`src/rtl/yaf_pkg.sv`:
```
`default_nettype none
// ----------------------------------------------------------------------------
// yaf_pkg
// Types, matrix coefficients and saturation helpers for the YCbCr alpha fade.
// ----------------------------------------------------------------------------
package yaf_pkg;

    localparam int FRAC_BITS = 14;
    localparam int ACC_W     = 27;

    typedef logic signed [ACC_W-1:0] t_acc;
    typedef logic signed [16:0]      t_coef;

    typedef struct packed {
        logic [7:0] y_in;
        logic [7:0] u_in;
        logic [7:0] v_in;
    } t_pix_in;

    typedef struct packed {
        logic [7:0] y_out;
        logic [7:0] u_out;
        logic [7:0] v_out;
    } t_pix_out;

    // Inverse matrix, limited-range BT.601, scaled by 2^14
    localparam t_coef K_Y  = 17'sd19077;
    localparam t_coef K_RV = 17'sd26149;
    localparam t_coef K_GU = -17'sd6419;
    localparam t_coef K_GV = -17'sd13320;
    localparam t_coef K_BU = 17'sd33050;

    // Forward matrix, scaled by 2^14
    localparam t_coef K_YR = 17'sd4207;
    localparam t_coef K_YG = 17'sd8260;
    localparam t_coef K_YB = 17'sd1604;
    localparam t_coef K_UR = -17'sd2428;
    localparam t_coef K_UG = -17'sd4768;
    localparam t_coef K_UB = 17'sd7196;
    localparam t_coef K_VR = 17'sd7196;
    localparam t_coef K_VG = -17'sd6026;
    localparam t_coef K_VB = -17'sd1170;

    localparam t_acc OFF_Y = t_acc'(16)  <<< FRAC_BITS;
    localparam t_acc OFF_C = t_acc'(128) <<< FRAC_BITS;

    localparam logic [8:0] ALPHA_RESET = 9'd256;

    // Negative gives 0, otherwise sum >> 14 limited to 255
    function automatic logic [7:0] sat_px(input t_acc sum);
        logic [7:0] q;
        if (sum[ACC_W-1]) begin
            q = '0;
        end else if (|sum[ACC_W-2:FRAC_BITS+8]) begin
            q = 8'hFF;
        end else begin
            q = sum[FRAC_BITS+7:FRAC_BITS];
        end
        return q;
    endfunction

    // Product of component and weight, >> 8, limited to 255
    function automatic logic [7:0] sat_fade(input logic [16:0] p);
        logic [7:0] q;
        if (p[16]) begin
            q = 8'hFF;
        end else begin
            q = p[15:8];
        end
        return q;
    endfunction

endpackage
`default_nettype wire

```
`src/rtl/yuv_alpha_fade.sv`:
```
`default_nettype none
// ----------------------------------------------------------------------------
// yuv_alpha_fade
// Converts a YCbCr pixel to RGB, scales RGB by alpha/256, converts back.
// ----------------------------------------------------------------------------
// Takes one pixel every clock cycle and returns it through the register stages,
// marked by o_strobe for one cycle. The five register stages are: inverse
// matrix products, inverse sums with saturation, fade products, forward
// matrix products with fade saturation, forward sums with saturation. The
// receiver cannot stall; busy is high only while reset is held. Write the
// weight only while no pixel is in flight.
module yuv_alpha_fade (
    input  wire                     i_clk,
    input  wire                     i_rst_n,
    input  wire                     start,
    output logic                    busy,
    input  wire yaf_pkg::t_pix_in   i_pix,
    output logic                    o_strobe,
    output yaf_pkg::t_pix_out       o_pix,
    input  wire                     i_cfg_we,
    input  wire [8:0]               i_cfg_wdata
);

    logic                 accept;
    logic [4:0]           r_vld;
    logic [8:0]           r_alpha;

    logic signed [9:0]    d;
    logic signed [9:0]    e;
    logic signed [9:0]    f;

    yaf_pkg::t_acc        r_p_y, r_p_rv, r_p_gu, r_p_gv, r_p_bu;
    logic [7:0]           r_r, r_g, r_b;
    logic [16:0]          r_fr, r_fg, r_fb;
    logic signed [8:0]    rf, gf, bf;
    yaf_pkg::t_acc        r_p_yr, r_p_yg, r_p_yb;
    yaf_pkg::t_acc        r_p_ur, r_p_ug, r_p_ub;
    yaf_pkg::t_acc        r_p_vr, r_p_vg, r_p_vb;
    yaf_pkg::t_pix_out    r_out;

    assign busy   = ~i_rst_n;
    assign accept = start & ~busy;

    assign d = $signed({2'b00, i_pix.y_in}) - 10'sd16;
    assign e = $signed({2'b00, i_pix.u_in}) - 10'sd128;
    assign f = $signed({2'b00, i_pix.v_in}) - 10'sd128;

    assign rf = $signed({1'b0, yaf_pkg::sat_fade(r_fr)});
    assign gf = $signed({1'b0, yaf_pkg::sat_fade(r_fg)});
    assign bf = $signed({1'b0, yaf_pkg::sat_fade(r_fb)});

    always_ff @(posedge i_clk) begin
        if (!i_rst_n) begin
            r_vld   <= '0;
            r_alpha <= yaf_pkg::ALPHA_RESET;
        end else begin
            r_vld <= {r_vld[3:0], accept};
            if (i_cfg_we) begin
                r_alpha <= i_cfg_wdata;
            end
        end
    end

    always_ff @(posedge i_clk) begin
        // inverse products
        r_p_y  <= yaf_pkg::t_acc'(d) * yaf_pkg::K_Y;
        r_p_rv <= yaf_pkg::t_acc'(f) * yaf_pkg::K_RV;
        r_p_gu <= yaf_pkg::t_acc'(e) * yaf_pkg::K_GU;
        r_p_gv <= yaf_pkg::t_acc'(f) * yaf_pkg::K_GV;
        r_p_bu <= yaf_pkg::t_acc'(e) * yaf_pkg::K_BU;
        // inverse sums
        r_r <= yaf_pkg::sat_px(r_p_y + r_p_rv);
        r_g <= yaf_pkg::sat_px(r_p_y + r_p_gu + r_p_gv);
        r_b <= yaf_pkg::sat_px(r_p_y + r_p_bu);
        // fade products
        r_fr <= 17'(r_r * r_alpha);
        r_fg <= 17'(r_g * r_alpha);
        r_fb <= 17'(r_b * r_alpha);
        // forward products
        r_p_yr <= yaf_pkg::t_acc'(rf) * yaf_pkg::K_YR;
        r_p_yg <= yaf_pkg::t_acc'(gf) * yaf_pkg::K_YG;
        r_p_yb <= yaf_pkg::t_acc'(bf) * yaf_pkg::K_YB;
        r_p_ur <= yaf_pkg::t_acc'(rf) * yaf_pkg::K_UR;
        r_p_ug <= yaf_pkg::t_acc'(gf) * yaf_pkg::K_UG;
        r_p_ub <= yaf_pkg::t_acc'(bf) * yaf_pkg::K_UB;
        r_p_vr <= yaf_pkg::t_acc'(rf) * yaf_pkg::K_VR;
        r_p_vg <= yaf_pkg::t_acc'(gf) * yaf_pkg::K_VG;
        r_p_vb <= yaf_pkg::t_acc'(bf) * yaf_pkg::K_VB;
        // forward sums
        r_out.y_out <= yaf_pkg::sat_px(r_p_yr + r_p_yg + r_p_yb + yaf_pkg::OFF_Y);
        r_out.u_out <= yaf_pkg::sat_px(r_p_ur + r_p_ug + r_p_ub + yaf_pkg::OFF_C);
        r_out.v_out <= yaf_pkg::sat_px(r_p_vr + r_p_vg + r_p_vb + yaf_pkg::OFF_C);
    end

    assign o_strobe = r_vld[4];
    assign o_pix    = r_out;

    a_accept_to_strobe: assert property (@(posedge i_clk) disable iff (!i_rst_n)
        accept |-> ##5 o_strobe)
        else $error("accepted pixel did not emerge after five cycles");

    a_strobe_from_accept: assert property (@(posedge i_clk) disable iff (!i_rst_n)
        o_strobe |-> $past(accept, 5))
        else $error("result strobe without a matching transaction");

    a_pipe_count: assert property (@(posedge i_clk) disable iff (!i_rst_n)
        !accept && $countones(r_vld) == 0 |=> $countones(r_vld) == 0)
        else $error("pipeline valid appeared from nothing");

endmodule
`default_nettype wire

```
`config.mk`:
```
export PLATFORM = sky130hd
export DESIGN_NAME = yuv_alpha_fade
export DESIGN_NICKNAME = d
export VERILOG_FILES = /design/src/rtl/yaf_pkg.sv /design/src/rtl/yuv_alpha_fade.sv
export SDC_FILE = /design/constraint.sdc
export NUM_CORES = 2
export LEC_CHECK = 0
export BUFFER_PORTS_ARGS = -buffer_cell sky130_fd_sc_hd__buf_2
export CAP_MARGIN = 20
export CORE_AREA = 2 2 312 314
export DETAILED_ROUTE_END_ITERATION = 12
export DIE_AREA = 0 0 314 316
export PLACE_DENSITY_LB_ADDON = 0.08
export SETUP_SLACK_MARGIN = 0.4
export SKIP_LAST_GASP = 1
export SYNTH_ARGS = -nofsm -noshare
export SYNTH_HDL_FRONTEND = slang
export SYNTH_SLANG_ARGS = --single-unit
```
`constraint.sdc`:
```
create_clock -name i_clk -period 4.9 [get_ports i_clk]
set_input_delay 0.245 -clock i_clk [delete_from_list [all_inputs] [get_ports i_clk]]
set_output_delay 0.245 -clock i_clk [all_outputs]
set_load 0.02 [all_outputs]
```
* Yosys cells after proc, flatten, opt, wreduce, memory -nomap -nowiden *
Cells that the tools add are included.

cells by class
  $add $sub $neg = 16
  $mul = 17
  div/mod/pow operators = 0
  magnitude comparators = 0
  eq/ne operators = 0
  shifts and indexed selects = 0
  mux-type cells = 9
  bitwise logic cells = 2
  reduce and logical (&&, ||, !) cells = 6

operators by type and width
  cell                    number
  $add 27x27->27          6
  $mul 9x16->25 const B   3
  $mux 8                  9
  $add 27x23->27 const B  2
  $mul 8x9->17            3
  $mul 9x11->20 const B   2
  $mul 8x11->19 const B   2
  $add 22x27->27          1
  $add 25x27->27          1
  $add 27x20->27 const B  1
  $add 25x23->26          1
  $add 25x25->26          1
  $reduce_or 4->1         6
  $mul 9x14->23 const B   1
  $mul 9x13->22 const B   1
  $mul 8x13->21 const B   1
  $mul 9x12->21 const B   1
  $mul 8x12->20 const B   1
  $mul 9x9->18 const B    1
  $sub 8x8->9 const B     2
  $mul 8x9->17 const B    1
  $sub 8x5->9 const B     1
  $and 1x1->1             1
  $not 1->1               1

storage, ports and cells
  register bits after elaboration = 456
  bits in latches = 0
  RAM bits = 0
  memory bits (read-only) = 0
  output and inout bits = 26
  word-level logic and storage cells = 75
  memories kept = 0

* Longest topological paths before layout *
  depth after elaboration = 5
  mapped depth = 21
  gate-level depth less buffers = 21

* Worst setup path after synthesis *
OpenSTA, ideal clock, no wires.

  path kind = input to register
  start = input i_pix[20] (netlist name)
  end = register r_p_y[23]
  library setup time = 152 ps
  arrival = 5058 ps
  required time = 4748 ps
  setup slack = -310 ps
  stages on the path = 18
  cells stage by stage = inv_1 ha_1 nor3b_1 ha_1 fa_1 inv_1 fa_1 fa_1 inv_1 ha_1 ha_1 nor3_1 nor2_1 a31oi_1 o21bai_1 a2111o_1 nand2_1 o311ai_0

between the ends
  longest elaborated chain between the ends = 2

RTL lines
  what                  RTL line              RTL
  from (decl)           yuv_alpha_fade.sv:17  input wire yaf_pkg::t_pix_in i_pix,
  $sub 8x5->9           yuv_alpha_fade.sv:44  assign d = $signed({2'b00, i_pix.y_in}) - 10'sd16;
  $mul 9x16->25         yuv_alpha_fade.sv:66  r_p_y <= yaf_pkg::t_acc'(d) * yaf_pkg::K_Y;
  to (signal assigned)  yuv_alpha_fade.sv:66
  to (decl)             yuv_alpha_fade.sv:32  yaf_pkg::t_acc r_p_y, r_p_rv, r_p_gu, r_p_gv, r_p_bu;

Every way passes these cells.
A chain may end at the register's enable or synchronous reset.

* Worst setup path in the final report *
  start = register r_fg[16]
  end = register r_p_ug[25]

between the ends
  longest elaborated chain between the ends = 2

RTL lines
  what                    RTL line              RTL
  from (decl)             yuv_alpha_fade.sv:34  logic [16:0] r_fr, r_fg, r_fb;
  from (signal assigned)  yuv_alpha_fade.sv:77  r_fg <= 17'(r_g * r_alpha);
  $mux 8                  yaf_pkg.sv:65         if (p[16]) begin
  net gf[1]               yuv_alpha_fade.sv:35  logic signed [8:0] rf, gf, bf;
  $mul 9x9->18            yuv_alpha_fade.sv:84  r_p_ug <= yaf_pkg::t_acc'(gf) * yaf_pkg::K_UG;
  to (signal assigned)    yuv_alpha_fade.sv:84
  to (decl)               yuv_alpha_fade.sv:37  yaf_pkg::t_acc r_p_ur, r_p_ug, r_p_ub;

The timed path passes the listed nets, and every way through them passes these cells.

==> qor.yml <==
pre_cts_slack_ns: 0.0464
cp-start-kind: "flop"
min_path_type: "in -> reg"
grt_pass1_wl_um: 169000
avgSynthCellArea_um2: 9.83
status: "complete, no violations"
end_kind: "flop"
num-fill-cells: 9004
wirelength_um: 104000
cpMostUsedCell: "fa_1"
dieArea_mm2: 0.0992
fin_setup_tns_ns: 0
worstPathCellList: "or2_4 > ha_1 > fa_1 > fa_1 > inv_1 > fa_1 > ha_1 > ha_4 > inv_1 > o21bai_1 > a21oi_2 > nor2b_1 > o21a_1 > o31a_1 > o41ai_2 > xnor2_1"
worstMarginPinSlew_ns: 0.692
fin_hold_ws_ns: 0.0689
cts_buffers: 48
ant_nets: 0
h-tree-depth: 2
synth-seq-cells: 367
worstReg2RegEnd: "r_p_ug[25]"
clkTransAtPathRegs_ns: 0.06
fmax_mhz: 220
grt_pass1_vias: 32100
fp.dieH_um: 316
setup_viol: 0
crit_required_ns: 5.46
synth_edf_count: 0
ys_types: 82
drc: 0
slew_viol_final: 0
crit_buf_inv: 2
antenna_found_initial: 1
synthFlopType: "dfxtp_1"
synthCells: 4359
pin_count: 63
drt_iter0_markers: 998
cp_max_fo: 8
slew_headroom_pct: 53.7
r2r_setup_slack_ns: 0.35
hpwlAfterDp_um: 87900
min-delay-start: "i_cfg_we"
period_share_pct: 92.8
hold_violations: 0
ctsRootBufferMaster: "clkbuf_16"
grt_max_degree: 25
synth-seq-area-share_pct: 17.2
final_common_cell: "ha_1"
start_util_pct: 44.6
rows: 114
final.setup_skew_ns: 0.0251
finalCriticalPeriod_ns: 4.55
via_per_inst: 5.00
grt_use_total_pct: 21.6
core_area_mm2: 0.0960
cp_slowest_cell: "fa_1"
io_buffers: 62
crit_arrival_ns: 5.11
setup_ws_ns: 0.355
holdPathStages: 3
rr_worst_depth: 16
syn_area_mm2: 0.0428
final_cell_mix: "ha_1 (890), inv_1 (730), fa_1 (461)"
firstDrtPassIters: 5
diodes: 0
synth.net_count: 5818
drv_cap: 0
die-width_um: 314
hold_end: "r_alpha[2]"
regToRegStartpoint: "r_fg[16]"
path_delay_family: "adder cells"
cts_sinks: 367
routedWlPerCell_um: 17.4
num_vias: 29900
cts_tree: "done"
async_reset_ff_share_pct: 0
drive_gt1_share_pct: 13.8
clock_latency_ns: 0.63
nets: 6120
area_growth_pct: 15.5
slowest_delay_ns: 0.55
gp_congestion: 0.896
synth-warning-count: 0
grt.overflow.total: 0
rsz0062_at_grt: "yes"
critPathKind: "reg -> reg"
clock_tree.buffer_depth: 3
[layer usage]
layer	up-vias	global-route usage (%)	wire length [um]
met4	0	7.46	3990
met1	14400	25.6	44600
li1	15100	-	-
met3	156	1.96	2130
met5	-	0	0
met2	292	40.5	53300
[through the flow]
stage	cell area, um2	utilization [%]	instances
floorplan	43100	-	4359
global placement	46000	47.9	5809
detailed placement	46000	47.9	5809
CTS	48500	50.6	5951
global route	49500	51.5	5976
finish	49500	51.5	5976
[flip-flops by register name (all words and copies together) (netlist names), 19 cells and up]
signal,flops
r_p_yg,19
o_pix,24
r_p_y,25
r_p_ur,19
r_p_gv,20
r_p_gu,23
r_p_rv,25
r_p_vg,22
r_p_bu,20
r_p_yr,21
r_p_vb,20
[synth_stat cells, types with 17 or more instances]
| cell type | number | area (um2) |
|---|---|---|
| nand2_1 | 207 | 777 |
| nand3_1 | 48 | 240 |
| a31oi_1 | 30 | 188 |
| nand2b_1 | 23 | 144 |
| o21bai_1 | 42 | 315 |
| or3_1 | 17 | 106 |
| nor3_1 | 68 | 340 |
| o21ai_0 | 84 | 420 |
| inv_1 | 752 | 2820 |
| ha_1 | 945 | 11800 |
| nor2_1 | 202 | 758 |
| fa_1 | 477 | 9550 |
| nor2b_1 | 34 | 213 |
| clkbuf_1 | 31 | 116 |
| o21a_1 | 60 | 450 |
| dfxtp_1 | 367 | 7350 |
| a21oi_1 | 189 | 946 |
| a21o_1 | 77 | 578 |
| or2_2 | 30 | 188 |
| xnor2_1 | 214 | 1870 |
| and2_1 | 120 | 751 |
| and3_1 | 24 | 150 |
| a211oi_1 | 30 | 225 |
| xor2_1 | 81 | 709 |
[cells by family after synthesis]
logic type / after synthesis / synth area share (%)
compound gates: 644 / 10.2
xor+xnor: 295 / 6.03
fa+ha+maj: 1422 / 49.9
buf+inv: 791 / 6.95
flops: 367 / 17.2
mux: 15 / 0.374
simple gates: 825 / 9.43
[worst register-to-register path, stage by stage (launching register included)]
cell and delay (ns):
dfxtp_4 0.41, or2_4 0.30, ha_1 0.36, fa_1 0.51
fa_1 0.55, inv_1 0.06, fa_1 0.50, ha_1 0.35
ha_4 0.27, inv_1 0.06, o21bai_1 0.09, a21oi_2 0.14
nor2b_1 0.06, o21a_1 0.18, o31a_1 0.27, o41ai_2 0.24
xnor2_1 0.15
[worst max-delay path by stage]
stage | startpoint | endpoint | slack [ns] | cells past startpoint
2_1_floorplan | i_pix[10] | r_p_gu[21] | 0.27 | 19
3_3_place_gp | i_pix[10] | r_p_gu[21] | 0.04 | 20
3_5_place_dp | i_pix[10] | r_p_gu[21] | 0.05 | 20
4_1_cts | r_fg[16] | r_p_vg[21] | 0.29 | 16
5_1_grt | r_fg[16] | r_p_vg[25] | 0.16 | 17
6_report | r_fg[16] | r_p_ug[25] | 0.35 | 16
[timing repair]
action                     4_1_cts  5_1_grt
gates resized for setup         99      163
hold buffers                    21        0
setup buffers                   31       25
setup endpoints to repair       55       61
hold endpoints to repair        22        0
gates cloned                     1        0
pin swaps                       37       98
[final cells by class]
cell class | count | area [um2] | share of cell area, %
timing repair buffer | 290 | 2180 | 4.40
sequential | 367 | 7410 | 15.0
tap | 1276 | 1600 | 3.23
clock inverter | 27 | 349 | 0.706
clock buffer | 62 | 1350 | 2.74
inverter | 753 | 2840 | 5.74
multi-input combinational | 3201 | 33700 | 68.2
Power is not shown: default switching activity piles up to over one toggle a cycle in this logic, so the estimate is an artifact.
